$ cat src/design/csd_pkg.sv
// ----------------------------------------------------------------------------
// Checksummed sentence decoder package
// Shared types and constants for the sentence decoder and its parser.
// ----------------------------------------------------------------------------
`timescale 1ns / 1ps

package csd_pkg;

   // Parser phase: idle waiting for a dollar, payload, checksum digits,
   // or a fault that is held until the next newline.
   typedef enum logic [1:0] {
      PHASE_IDLE    = 2'd0,
      PHASE_PAYLOAD = 2'd1,
      PHASE_CHECK   = 2'd2,
      PHASE_FAULT   = 2'd3
   } phase_type;

   // Status codes of a result item.
   localparam logic [1:0] STATUS_OK    = 2'd0;
   localparam logic [1:0] STATUS_EVENT = 2'd1;
   localparam logic [1:0] STATUS_ERROR = 2'd2;

   // Event kinds.
   localparam logic [2:0] KIND_CHA = 3'd0;
   localparam logic [2:0] KIND_ACC = 3'd1;
   localparam logic [2:0] KIND_REV = 3'd2;
   localparam logic [2:0] KIND_SHO = 3'd3;
   localparam logic [2:0] KIND_RES = 3'd4;

   localparam int unsigned NUM_KINDS = 5;

   // Sentence type letters, first letter in the high byte, by kind.
   localparam logic [23:0] KIND_LETTERS [NUM_KINDS] = '{
      24'h434841,   // CHA
      24'h414343,   // ACC
      24'h524556,   // REV
      24'h53484F,   // SHO
      24'h524553    // RES
   };

   // Special characters.
   localparam logic [7:0] CHAR_DOLLAR  = 8'h24;
   localparam logic [7:0] CHAR_STAR    = 8'h2A;
   localparam logic [7:0] CHAR_COMMA   = 8'h2C;
   localparam logic [7:0] CHAR_NEWLINE = 8'h0A;
   localparam logic [7:0] CHAR_ZERO    = 8'h30;
   localparam logic [7:0] CHAR_NINE    = 8'h39;
   localparam logic [7:0] CHAR_UPPER_A = 8'h41;
   localparam logic [7:0] CHAR_UPPER_F = 8'h46;

   // Payloads shorter than this many bytes carry a checksum of zero.
   localparam int unsigned MIN_CHECKED_PAYLOAD = 5;

   // One result item.
   typedef struct packed {
      logic [1:0]  status;
      logic [2:0]  event_kind;
      logic [16:0] first_value;
      logic [6:0]  second_value;
      logic [6:0]  third_value;
   } result_type;

endpackage

$ cat src/design/csd_parser.sv
// ----------------------------------------------------------------------------
// Sentence parser
// Holds the sentence state and, for each accepted byte, updates it and
// works out the result item in the same cycle.
// ----------------------------------------------------------------------------
`timescale 1ns / 1ps

module csd_parser #(
   parameter int unsigned MAX_PAYLOAD = 128
) (
   input  logic                 clock,
   input  logic                 reset,
   input  logic                 byte_valid,
   input  logic [7:0]           rx_byte,
   output csd_pkg::result_type  result
);
   import csd_pkg::*;

   localparam int unsigned CountWidth = $clog2(MAX_PAYLOAD + 1);

   phase_type              phase_ff, phase_in;
   logic [CountWidth-1:0]  payload_count_ff, payload_count_in;
   logic [7:0]             running_xor_ff, running_xor_in;
   logic [23:0]            type_letters_ff, type_letters_in;
   logic [1:0]             field_number_ff, field_number_in;
   logic [2:0]             digit_count_ff, digit_count_in;
   logic [16:0]            first_field_ff, first_field_in;
   logic [6:0]             second_field_ff, second_field_in;
   logic [6:0]             third_field_ff, third_field_in;
   logic [7:0]             checksum_ff, checksum_in;
   logic [1:0]             checksum_digits_ff, checksum_digits_in;

   // Character decode.
   logic       is_newline, is_dollar, is_star, is_comma, is_digit, is_hex_letter;
   logic       is_hex;
   logic [3:0] digit_value, hex_value;

   assign is_newline    = (rx_byte == CHAR_NEWLINE);
   assign is_dollar     = (rx_byte == CHAR_DOLLAR);
   assign is_star       = (rx_byte == CHAR_STAR);
   assign is_comma      = (rx_byte == CHAR_COMMA);
   assign is_digit      = (rx_byte >= CHAR_ZERO) && (rx_byte <= CHAR_NINE);
   assign is_hex_letter = (rx_byte >= CHAR_UPPER_A) && (rx_byte <= CHAR_UPPER_F);
   assign is_hex        = is_digit || is_hex_letter;
   assign digit_value   = rx_byte[3:0];
   assign hex_value     = is_hex_letter ? (rx_byte[3:0] + 4'd9) : rx_byte[3:0];

   // Payload checks: the first three bytes form the type, the rest feed the fields.
   logic in_type_zone, payload_full, comma_fault, digit_fault, payload_fault;
   logic digit_taken;
   logic [2:0] digit_limit;

   assign in_type_zone  = (payload_count_ff < CountWidth'(3));
   assign payload_full  = (payload_count_ff >= CountWidth'(MAX_PAYLOAD));
   assign digit_limit   = (field_number_ff == 2'd1) ? 3'd5 : 3'd2;
   assign comma_fault   = !in_type_zone && is_comma && (field_number_ff == 2'd3);
   assign digit_taken   = !in_type_zone && is_digit && (field_number_ff != 2'd0);
   assign digit_fault   = digit_taken && (digit_count_ff >= digit_limit);
   assign payload_fault = is_dollar || payload_full || comma_fault || digit_fault;

   // Checksum digit checks.
   logic check_fault;
   assign check_fault = !is_hex || (checksum_digits_ff >= 2'd2);

   // Sentence completion: checksum comparison and type lookup.
   logic [7:0] expected_sum;
   logic       sum_good, kind_found;
   logic [2:0] kind_index;

   assign expected_sum = (payload_count_ff < CountWidth'(MIN_CHECKED_PAYLOAD)) ?
                         8'd0 : running_xor_ff;
   assign sum_good = (checksum_digits_ff == 2'd2) && (checksum_ff == expected_sum);

   always_comb begin
      kind_found = 1'b0;
      kind_index = KIND_CHA;
      for (int k = 0; k < NUM_KINDS; k++) begin
         if (!kind_found && (type_letters_ff == KIND_LETTERS[k])) begin
            kind_found = 1'b1;
            kind_index = 3'(k);
         end
      end
   end

   // Next phase.
   always_comb begin
      phase_in = phase_ff;
      if (is_newline) begin
         phase_in = PHASE_IDLE;
      end else begin
         unique case (phase_ff)
            PHASE_IDLE: begin
               if (is_dollar) phase_in = PHASE_PAYLOAD;
            end
            PHASE_PAYLOAD: begin
               priority if (is_star)       phase_in = PHASE_CHECK;
               else if (payload_fault)     phase_in = PHASE_FAULT;
               else                        phase_in = PHASE_PAYLOAD;
            end
            PHASE_CHECK: begin
               if (check_fault) phase_in = PHASE_FAULT;
            end
            PHASE_FAULT: phase_in = PHASE_FAULT;
            default:     phase_in = PHASE_IDLE;
         endcase
      end
   end

   // Result item for the current byte.
   always_comb begin
      result = '0;
      result.status = STATUS_OK;
      if (is_newline) begin
         result.status = STATUS_ERROR;
         if ((phase_ff == PHASE_CHECK) && sum_good && kind_found) begin
            result.status      = STATUS_EVENT;
            result.event_kind  = kind_index;
            result.first_value = first_field_ff;
            if ((kind_index == KIND_SHO) || (kind_index == KIND_RES))
               result.second_value = second_field_ff;
            if (kind_index == KIND_RES)
               result.third_value = third_field_ff;
         end
      end else if ((phase_ff == PHASE_PAYLOAD) && !is_star && payload_fault) begin
         result.status = STATUS_ERROR;
      end else if ((phase_ff == PHASE_CHECK) && check_fault) begin
         result.status = STATUS_ERROR;
      end
   end

   // Sentence data update.
   always_comb begin
      payload_count_in   = payload_count_ff;
      running_xor_in     = running_xor_ff;
      type_letters_in    = type_letters_ff;
      field_number_in    = field_number_ff;
      digit_count_in     = digit_count_ff;
      first_field_in     = first_field_ff;
      second_field_in    = second_field_ff;
      third_field_in     = third_field_ff;
      checksum_in        = checksum_ff;
      checksum_digits_in = checksum_digits_ff;

      if (is_newline || ((phase_ff == PHASE_IDLE) && is_dollar)) begin
         // Start from a clean sentence.
         payload_count_in   = '0;
         running_xor_in     = '0;
         type_letters_in    = '0;
         field_number_in    = '0;
         digit_count_in     = '0;
         first_field_in     = '0;
         second_field_in    = '0;
         third_field_in     = '0;
         checksum_in        = '0;
         checksum_digits_in = '0;
      end else if ((phase_ff == PHASE_PAYLOAD) && !is_star && !is_dollar &&
                   !payload_full) begin
         // The byte is stored even when the field parser then faults on it.
         payload_count_in = payload_count_ff + CountWidth'(1);
         running_xor_in   = running_xor_ff ^ rx_byte;
         if (in_type_zone) begin
            type_letters_in = {type_letters_ff[15:0], rx_byte};
         end else if (is_comma) begin
            if (!comma_fault) begin
               field_number_in = field_number_ff + 2'd1;
               digit_count_in  = '0;
            end
         end else if (digit_taken && !digit_fault) begin
            digit_count_in = digit_count_ff + 3'd1;
            unique case (field_number_ff)
               2'd1: first_field_in = {first_field_ff[13:0], 3'b000} +
                                      {first_field_ff[15:0], 1'b0} +
                                      {13'd0, digit_value};
               2'd2: second_field_in = {second_field_ff[3:0], 3'b000} +
                                       {second_field_ff[5:0], 1'b0} +
                                       {3'd0, digit_value};
               2'd3: third_field_in = {third_field_ff[3:0], 3'b000} +
                                      {third_field_ff[5:0], 1'b0} +
                                      {3'd0, digit_value};
               default: ;
            endcase
         end
      end else if ((phase_ff == PHASE_CHECK) && !check_fault) begin
         checksum_in        = {checksum_ff[3:0], hex_value};
         checksum_digits_in = checksum_digits_ff + 2'd1;
      end
   end

   // State registers.
   always_ff @(posedge clock) begin
      if (reset) begin
         phase_ff           <= PHASE_IDLE;
         payload_count_ff   <= '0;
         running_xor_ff     <= '0;
         type_letters_ff    <= '0;
         field_number_ff    <= '0;
         digit_count_ff     <= '0;
         first_field_ff     <= '0;
         second_field_ff    <= '0;
         third_field_ff     <= '0;
         checksum_ff        <= '0;
         checksum_digits_ff <= '0;
      end else if (byte_valid) begin
         phase_ff           <= phase_in;
         payload_count_ff   <= payload_count_in;
         running_xor_ff     <= running_xor_in;
         type_letters_ff    <= type_letters_in;
         field_number_ff    <= field_number_in;
         digit_count_ff     <= digit_count_in;
         first_field_ff     <= first_field_in;
         second_field_ff    <= second_field_in;
         third_field_ff     <= third_field_in;
         checksum_ff        <= checksum_in;
         checksum_digits_ff <= checksum_digits_in;
      end
   end

   // Checks.
   a_newline_returns_idle: assert property (@(posedge clock) disable iff (reset)
      byte_valid && is_newline |=> (phase_ff == PHASE_IDLE))
      else $error("phase not idle after a newline");

   a_event_only_on_newline: assert property (@(posedge clock) disable iff (reset)
      (result.status == STATUS_EVENT) |-> is_newline && (phase_ff == PHASE_CHECK))
      else $error("event reported outside a checksummed newline");

   a_fault_is_quiet: assert property (@(posedge clock) disable iff (reset)
      (phase_ff == PHASE_FAULT) && !is_newline |-> (result.status == STATUS_OK))
      else $error("error repeated while a fault is held");

   a_count_bounded: assert property (@(posedge clock) disable iff (reset)
      payload_count_ff <= CountWidth'(MAX_PAYLOAD))
      else $error("payload count beyond its limit");

endmodule

$ cat src/design/checksummed_sentence_decoder.sv
// ----------------------------------------------------------------------------
// A result item is registered and is on rsp in the cycle after its byte is taken.
// One byte per cycle unless rsp stalls; the output register reloads as it drains.
// Reset: synchronous, active high; the decoder goes idle, waiting for a dollar.
// Checksummed sentence decoder
// Decodes $payload*HH sentences byte by byte and reports one result item
// per byte: accepted, event ready or error.
// ----------------------------------------------------------------------------
`timescale 1ns / 1ps

module checksummed_sentence_decoder #(
   parameter int unsigned MAX_PAYLOAD = 128
) (
   input  logic        clock,
   input  logic        reset,
   // Input stream
   input  logic        req_tvalid,
   output logic        req_tready,
   input  logic [7:0]  req_tdata,    // [7:0] rx_byte
   // Result stream
   output logic        rsp_tvalid,
   input  logic        rsp_tready,
   output logic [31:0] rsp_tdata,    // [16:0] first_value, [23:17] second_value,
                                     // [30:24] third_value, [31] zero
   output logic [4:0]  rsp_tuser     // [1:0] status, [4:2] event_kind
);
   import csd_pkg::*;

   logic       req_accept;
   result_type result;
   result_type rsp_ff;
   logic       rsp_valid_ff, rsp_valid_in;

   // A new item is taken whenever the output register is empty or draining.
   assign req_tready = !rsp_valid_ff || rsp_tready;
   assign req_accept = req_tvalid && req_tready;

   csd_parser #(
      .MAX_PAYLOAD (MAX_PAYLOAD)
   ) u_parser (
      .clock      (clock),
      .reset      (reset),
      .byte_valid (req_accept),
      .rx_byte    (req_tdata),
      .result     (result)
   );

   // Output register valid flag.
   always_comb begin
      rsp_valid_in = rsp_valid_ff;
      if (req_accept)      rsp_valid_in = 1'b1;
      else if (rsp_tready) rsp_valid_in = 1'b0;
   end

   always_ff @(posedge clock) begin
      if (reset) begin
         rsp_valid_ff <= 1'b0;
      end else begin
         rsp_valid_ff <= rsp_valid_in;
      end
   end

   // Output payload register.
   always_ff @(posedge clock) begin
      if (req_accept) begin
         rsp_ff <= result;
      end
   end

   assign rsp_tvalid = rsp_valid_ff;
   assign rsp_tdata  = {1'b0, rsp_ff.third_value, rsp_ff.second_value, rsp_ff.first_value};
   assign rsp_tuser  = {rsp_ff.event_kind, rsp_ff.status};

endmodule

$ cat config.mk
export PLATFORM = sky130hd
export DESIGN_NAME = checksummed_sentence_decoder
export DESIGN_NICKNAME = d
export VERILOG_FILES = /design/src/design/csd_pkg.sv /design/src/design/csd_parser.sv /design/src/design/checksummed_sentence_decoder.sv
export SDC_FILE = /design/constraint.sdc
export NUM_CORES = 1
export LEC_CHECK = 0
export ABC_AREA = 1
export BUFFER_PORTS_ARGS = -buffer_cell sky130_fd_sc_hd__buf_2
export CAP_MARGIN = 20
export CORE_MARGIN = 2
export CORE_UTILIZATION = 60
export CTS_CLUSTER_DIAMETER = 60
export DETAILED_ROUTE_END_ITERATION = 10
export GPL_TIMING_DRIVEN = 1
export PLACE_DENSITY_LB_ADDON = 0.25
export SLEW_MARGIN = 20
export SYNTH_ARGS = -nofsm -noshare
export SYNTH_HDL_FRONTEND = slang
export SYNTH_HIERARCHICAL = 1
export SYNTH_SLANG_ARGS = --single-unit
$ cat constraint.sdc
create_clock -name clock -period 8.8 [get_ports clock]
set_input_delay 0 -clock clock [delete_from_list [all_inputs] [get_ports clock]]
set_output_delay 0 -clock clock [all_outputs]
set_load 0.1 [all_outputs]
==> impl_metrics.toml, run 1 <==
[floorplanning]
die_y_um = 118
dieArea_um2 = 13800
rows = 41
fp.dieW_um = 118
core_area_um2 = 12600
io_pins = 51
start_util_pct = 61.4

[routing]
drc = 0
ant_nets = 0
dr.first_iter.drc_count = 543
via_per_inst = 5.19
via_count = 6774
routed_wl_um = 17100
firstDrtPassIters = 5
post_drt_wl_per_cell_um = 13.1

[finish]
syn_to_final_growth_pct = 13.2
layout_common_cells = "nand2_1 (246), nor2_1 (163), inv_1 (137), dfxtp_1 (89), a21oi_1 (87)"
final_common_cell = "nand2_1"
fill_cells = 1063
antenna_cells = 0
fin_nets = 1197
drive_gt1_share_pct = 11.3

[clock_tree]
cts_setup_buffers = 0
clk-insertion-delay-late_ns = 0.42
cts_sinks = 125
clkTransAtPathRegs_ns = 0.06
cts_buffers = 17
cts_buffer_depth = 2
cts-root-buf = "clkbuf_16"
htreeDepth = 4
tritoncts = "done"
ctsHoldBuffers = 6
cts_resized = 0

[sta]
finalMaxSlewViolations = 0
post-route-min-period_ns = 3.25
layout_setup_ws_ns = 5.55
min_period_over_period_pct = 36.9
worst_pin_slew_ns = 0.697
relSlewSlack_pct = 53.5
rsz0062_at_grt = "false"
setup_viol = 0
whs_ns = 0.0255
tns_ns = 0
max_freq_mhz = 308
timing.final.hold_violations = 0
fin_skew_ns = 0.00671

[synthesis]
synth.avg_cell_area_um2 = 7.23
synth_seq_cells = 125
synth_cells = 1071
netlist_area_um2 = 7750
synth_top_area_share_pct = 23.0
yosysTopAreaCell = "dfxtp_1"
synth_area_leaders = "dfxtp_1 (23%), edfxtp_1 (14%), nand2_1 (12%)"
ys_warn_count = 6
syn_nets = 1149
yosysUniqueCellTypes = 38
synth_seq_area_share_pct = 36.9

[pwr]
p_sw_share_pct = 25.0
power_switching_w = 0.000374
clkPwrFrac_pct = 51.0
power.total_w = 0.00150
ir_worst_vdd_v = 0.000115
power.share.sequential_pct = 40.5
p_int_w = 0.00112
cellPowerDensity_nw_per_um2 = 171
p_leak_nw = 3.91
comb_power_share_pct = 8.5

[placed_design]
dpl.hpwl_um = 12100
io_buffer_count = 49
dp_slack_ns = 5.77
place_congestion = 0.938

[critical_path]
r2r_start = "u_parser/phase_ff[1]"
endpoint_kind = "register"
critical_path_class = "in -> reg"
arrival_ns = 3.52
cp_max_fo = 37
rrSetupSlack_ns = 5.81
r2r_end = "u_parser/first_field_ff[16]"
cp-start-kind = "input port"
r2r_cells = 8
crit_required_ns = 9.07

[global_route]
grtUsageTotal_pct = 25.4
grt_pass1_vias = 6096
grt_antenna_before_repair = 0
grt_pass1_wl_um = 28500
grt_max_degree = 61
grt-ovfl-total = 0

[min_path]
hold_depth = 5
holdPathEnd = "u_parser/type_letters_ff[5]"
hp-class = "in -> reg"
hp-start = "req_tdata[5]"

[flow_run]
drv_cap = 0

[run_status]
status = "finished clean"
## layer usage
| metal | vias to the layer above | share of wire [%] | track usage [%] |
|---|---|---|---|
| li1 | 3522 | - | - |
| met1 | 3044 | 47 | 34.3 |
| met2 | 186 | 46 | 40.1 |
| met3 | 22 | 5.1 | 4.55 |
| met4 | 0 | 1.9 | 10.7 |
| met5 | - | 0 | 0 |
## area by class of cell
| type | instances | area (um2) | area share [%] |
|---|---|---|---|
| multi-input cells | 773 | 4180 | 47.7 |
| flip-flops and latches | 125 | 2860 | 32.6 |
| well taps | 172 | 215 | 2.45 |
| repair buffers | 57 | 320 | 3.65 |
| clock inverters | 15 | 220 | 2.51 |
| clock buffers | 17 | 425 | 4.85 |
| inverters | 145 | 547 | 6.23 |
## critical path, stage by stage
cell and delay, ns:
dlygate4sd3_1 0.53, buf_2 0.16, inv_1 0.17, ha_1 0.19
and3_1 0.20, nand3_2 0.12, nand2_4 0.37, nand2_2 0.47
nand2_2 0.57, nand3_2 0.44, nand2_1 0.18, a21oi_1 0.08
## per-stage QoR
stage / instances / util (%) / area (um2)
after floorplan: 1071 / - / 7750
after global placement: 1266 / 63.9 / 8060
after detailed placement: 1266 / 63.9 / 8060
after CTS: 1304 / 69.5 / 8770
after global routing: 1304 / 69.5 / 8770
final: 1304 / 69.5 / 8770
## cell families after synthesis
logic type | count (synthesis) | synth area share, %
XOR/XNOR | 16 | 1.81
buffers and inverters | 173 | 9.27
AO/OA/AOI/OAI | 118 | 7.73
other | 1 | 0.0484
adder cells (fa/ha/maj) | 66 | 11.2
flip-flops | 125 | 36.9
AND/OR/NAND/NOR | 572 | 33.0
## registers in the layout, indices dropped and copies added, names as in the netlist
signal	cells
rsp_tuser	5
rsp_tdata	31
u_parser/running_xor_ff	8
u_parser/checksum_digits_ff	2
u_parser/first_field_ff	17
u_parser/checksum_ff	8
u_parser/digit_count_ff	3
u_parser/type_letters_ff	24
u_parser/phase_ff	2
u_parser/field_number_ff	2
u_parser/payload_count_ff	8
u_parser/second_field_ff	7
rsp_tvalid	1
u_parser/third_field_ff	7
## worst max path at each step
| stage | depth (start not counted) | to | startpoint | slack [ns] |
|---|---|---|---|---|
| 2_1_floorplan | 8 | u_parser/type_letters_ff[11] | rsp_tvalid | 4.80 |
| 3_3_place_gp | 11 | u_parser/first_field_ff[0] | req_tdata[1] | 5.87 |
| 3_5_place_dp | 11 | u_parser/first_field_ff[2] | req_tdata[1] | 5.77 |
| 4_1_cts | 12 | u_parser/first_field_ff[16] | req_tdata[0] | 5.66 |
| 5_1_grt | 13 | u_parser/first_field_ff[16] | req_tdata[0] | 5.31 |
| 6_report | 12 | u_parser/first_field_ff[16] | req_tdata[0] | 5.55 |
## synth_stat cells (all sizes together)
cell	number
clkbuf	10
nand3	88
nor3b	4
nor2	176
fa	6
and3	2
or2	4
inv	145
xor2	8
nor3	7
o21ai	27
and2	4
conb	1
nand3b	11
a31oi	1
buf	18
xnor2	8
a21oi	90
ha	60
dfxtp	89
nand2	259
nand4	16
nand2b	1
edfxtp	36
## power by group through the flow
stage | Sequential, W | Combinational, W | Clock, W
global route | 0.000607 | 0.000133 | 0.000802
CTS | 0.000606 | 0.000126 | 0.000775
global placement | 0.000618 | 0.000123 | 0
floorplan | 0.000682 | 0.0000373 | 0
detailed placement | 0.000619 | 0.000124 | 0
finish | 0.000606 | 0.000127 | 0.000764
(Power assumes the default switching activity.)
==> run 2: changes to the inputs <==
--- a/config.mk
+++ b/config.mk
@@ -5,7 +5,7 @@
 export SDC_FILE = /design/constraint.sdc
 export NUM_CORES = 1
 export LEC_CHECK = 0
-export ABC_AREA = 1
+export ABC_AREA = 0
 export BUFFER_PORTS_ARGS = -buffer_cell sky130_fd_sc_hd__buf_2
 export CAP_MARGIN = 20
 export CORE_MARGIN = 2
==> constraint.sdc (replaced) <==
create_clock -name clock -period 3 [get_ports clock]
set_input_delay 0 -clock clock [delete_from_list [all_inputs] [get_ports clock]]
set_output_delay 0 -clock clock [all_outputs]
set_load 0.1 [all_outputs]
==> run 2 against run 1 <==
Via count shrank 19%. Clock-buffer cell count grew 8. Cell count shrank 31%. Clock skew grew 0.0042 ns. Sequential share of layout area grew 3.1 points. Synthesized cell count shrank 36%. Critical path type is now reg -> reg. Critical endpoint is now u_parser/first_field_ff[15]. Largest cell class unchanged. Largest power group unchanged.
==> impl_metrics.toml, run 2 <==
[placed_design]
dp_cells = 866
dp_slack_ns = 0.325
io_buffer_count = 49
dpl-instance-area_um2 = 7350
place_congestion = 0.880
dpl.hpwl_um = 10900

[floorplanning]
core_area_um2 = 11400
die_y_um = 112
rows = 39
start_util_pct = 61.3
io_pins = 51
dieArea_um2 = 12500
fp.dieW_um = 112

[critical_path]
r2r_end = "u_parser/first_field_ff[15]"
cp-start-kind = "register"
cp_max_fo = 6
crit_required_ns = 3.32
cpPeakStageDelay_ns = 0.45
slowest_stage = "a2111oi_0"
r2r_cells = 8
critPathMostFrequentCell = "ha_1"
critical_path_class = "reg -> reg"
arrival_ns = 3.05
r2r_start = "u_parser/first_field_ff[5]"
crit_path_cell_trace = "ha_1 > ha_1 > a2111oi_0 > o21ai_0 > a31o_2 > o31a_1 > xor2_1 > a22o_1"
endpoint_kind = "register"
rrSetupSlack_ns = 0.27

[min_path]
hp-start = "req_tdata[1]"
hp-class = "in -> reg"
holdPathEnd = "u_parser/type_letters_ff[1]"
hold_depth = 2

[finish]
layout_common_cells = "dfxtp_1 (89), nor2_1 (62), ha_1 (60), buf_2 (49)"
fill_cells = 857
final_common_cell = "dfxtp_1"
fin_nets = 827
final_cell_count_no_fill = 905
largest_reg_flops = 31
register_area_um2 = 2860
syn_to_final_growth_pct = 14.9
multi_input_area_um2 = 3850
antenna_cells = 0
final_area_um2 = 8010
drive_gt1_share_pct = 16.5

[sta]
max_freq_mhz = 366
setup_viol = 0
layout_setup_ws_ns = 0.271
post-route-min-period_ns = 2.73
tns_ns = 0
finalMaxSlewViolations = 0
timing.final.hold_violations = 0
worst_pin_slew_ns = 1.07
relSlewSlack_pct = 28.5
rsz0062_at_grt = "false"
min_period_over_period_pct = 91.0
fin_skew_ns = 0.0109

[clock_tree]
cts_buffers = 17
cts_setup_buffers = 0
cts_resized = 0
htreeDepth = 4
tritoncts = "done"
cts-root-buf = "clkbuf_16"
clkTransAtPathRegs_ns = 0.06
clk-insertion-delay-late_ns = 0.43
ctsHoldBuffers = 7
cts_sinks = 125
cts_buffer_depth = 2

[global_route]
grt_pass1_vias = 5321
grt_pass1_wl_um = 26100
grtUsageTotal_pct = 26.2
grt_max_degree = 40
grt_antenna_before_repair = 0
grt-ovfl-total = 0

[routing]
post_drt_wl_per_cell_um = 17.3
via_per_inst = 6.03
firstDrtPassIters = 5
via_count = 5457
drc = 0
dr.first_iter.drc_count = 421
ant_nets = 0
routed_wl_um = 15700

[pwr]
p_leak_nw = 3.39
cellPowerDensity_nw_per_um2 = 512
ir_worst_vdd_v = 0.000526

[synthesis]
synth_seq_area_share_pct = 41.1
synth_top_area_share_pct = 25.6
ys_warn_count = 6
syn_nets = 767
yosysUniqueCellTypes = 79
yosys-top-cells-count = "dfxtp_1 (89), nor2_1 (62), ha_1 (60), a22o_1 (36), edfxtp_1 (36)"
synth_cells = 689
yosysTopAreaCell = "dfxtp_1"
yosys_most_used_dff = "dfxtp_1"
synth_edf_count = 36
netlist_area_um2 = 6970
synth_seq_cells = 125
synth.most_common_cell = "dfxtp_1"
synth.avg_cell_area_um2 = 10.1
synth_area_leaders = "dfxtp_1 (26%), edfxtp_1 (16%), ha_1 (11%)"
synthArstFlopShare_pct = 0

[run_status]
status = "finished clean"

[flow_run]
drv_cap = 0
[run 2: cell count changes in the layout (fill, tap and decap cells not counted), sizes merged, moves of 26 or more]
| cell | before | now |
|---|---|---|
| a21oi | 90 | 38 |
| inv | 146 | 32 |
| nand2 | 259 | 21 |
| nand3 | 88 | 28 |
| and2 | 4 | 30 |
| nor2 | 176 | 65 |
| a22o | 0 | 36 |
[run 2: per-layer routing]
layer	GRT usage (%)	share of wire [%]	up-vias	routed length [um]
met2	42.6	48	160	7550
met4	10.9	2.4	0	374
li1	-	-	2638	-
met3	5.88	4.5	39	699
met5	0	0	-	0
met1	33.9	45	2620	7020
[run 2: per-stage QoR]
stage / total power, W / utilization [%] / hold slack (ns)
2_1_floorplan: 0.00208 / - / 0.0624
3_3_place_gp: 0.00214 / 64.7 / 0.254
3_5_place_dp: 0.00214 / 64.7 / 0.264
4_1_cts: 0.00412 / 70.5 / 0.0134
5_1_grt: 0.00422 / 70.5 / 0.0303
6_report: 0.00410 / 70.5 / 0.0349
[run 2: layout make-up]
class	instances	area share (%)
inverters	31	1.45
multi-input cells	505	48.1
well taps	143	2.23
repair buffers	69	5.15
clock buffers	25	6.73
flip-flops and latches	125	35.7
clock inverters	7	0.578
[run 2: worst max-delay path by stage]
stage                                        to  slack, ns  cells after the start                   startpoint
finish              u_parser/first_field_ff[15]       0.27                      8   u_parser/first_field_ff[5]
CTS                 u_parser/first_field_ff[15]       0.31                      8   u_parser/first_field_ff[5]
global route         u_parser/third_field_ff[0]       0.12                     10  u_parser/field_number_ff[1]
detailed placement  u_parser/first_field_ff[15]       0.33                      8   u_parser/first_field_ff[5]
floorplan            u_parser/third_field_ff[0]        0.1                      8                   rsp_tvalid
global placement    u_parser/first_field_ff[15]       0.43                      8   u_parser/first_field_ff[0]
[run 2: where the power goes]
group          switching (W)  total [W]  internal, W
sequential        0.00000736    0.00177      0.00176
clock               0.000741    0.00199      0.00124
combinational       0.000290   0.000346    0.0000557
[run 2: kinds of logic after synthesis]
group / Yosys count / synth area share [%]
AO/OA/AOI/OAI: 140 / 14.7
XOR/XNOR: 45 / 5.65
adder cells (fa/ha/maj): 66 / 12.5
buffers and inverters: 59 / 3.66
flip-flops: 125 / 41.1
multiplexers: 13 / 1.94
other: 1 / 0.0538
AND/OR/NAND/NOR: 240 / 20.4
[run 2: critical path, delay by kind of cell, from the launching register on]
kind            cells  cell delay, ns
compound gates      5            1.45
xor+xnor            1            0.15
fa+ha+maj           2            0.68
flops               1            0.34
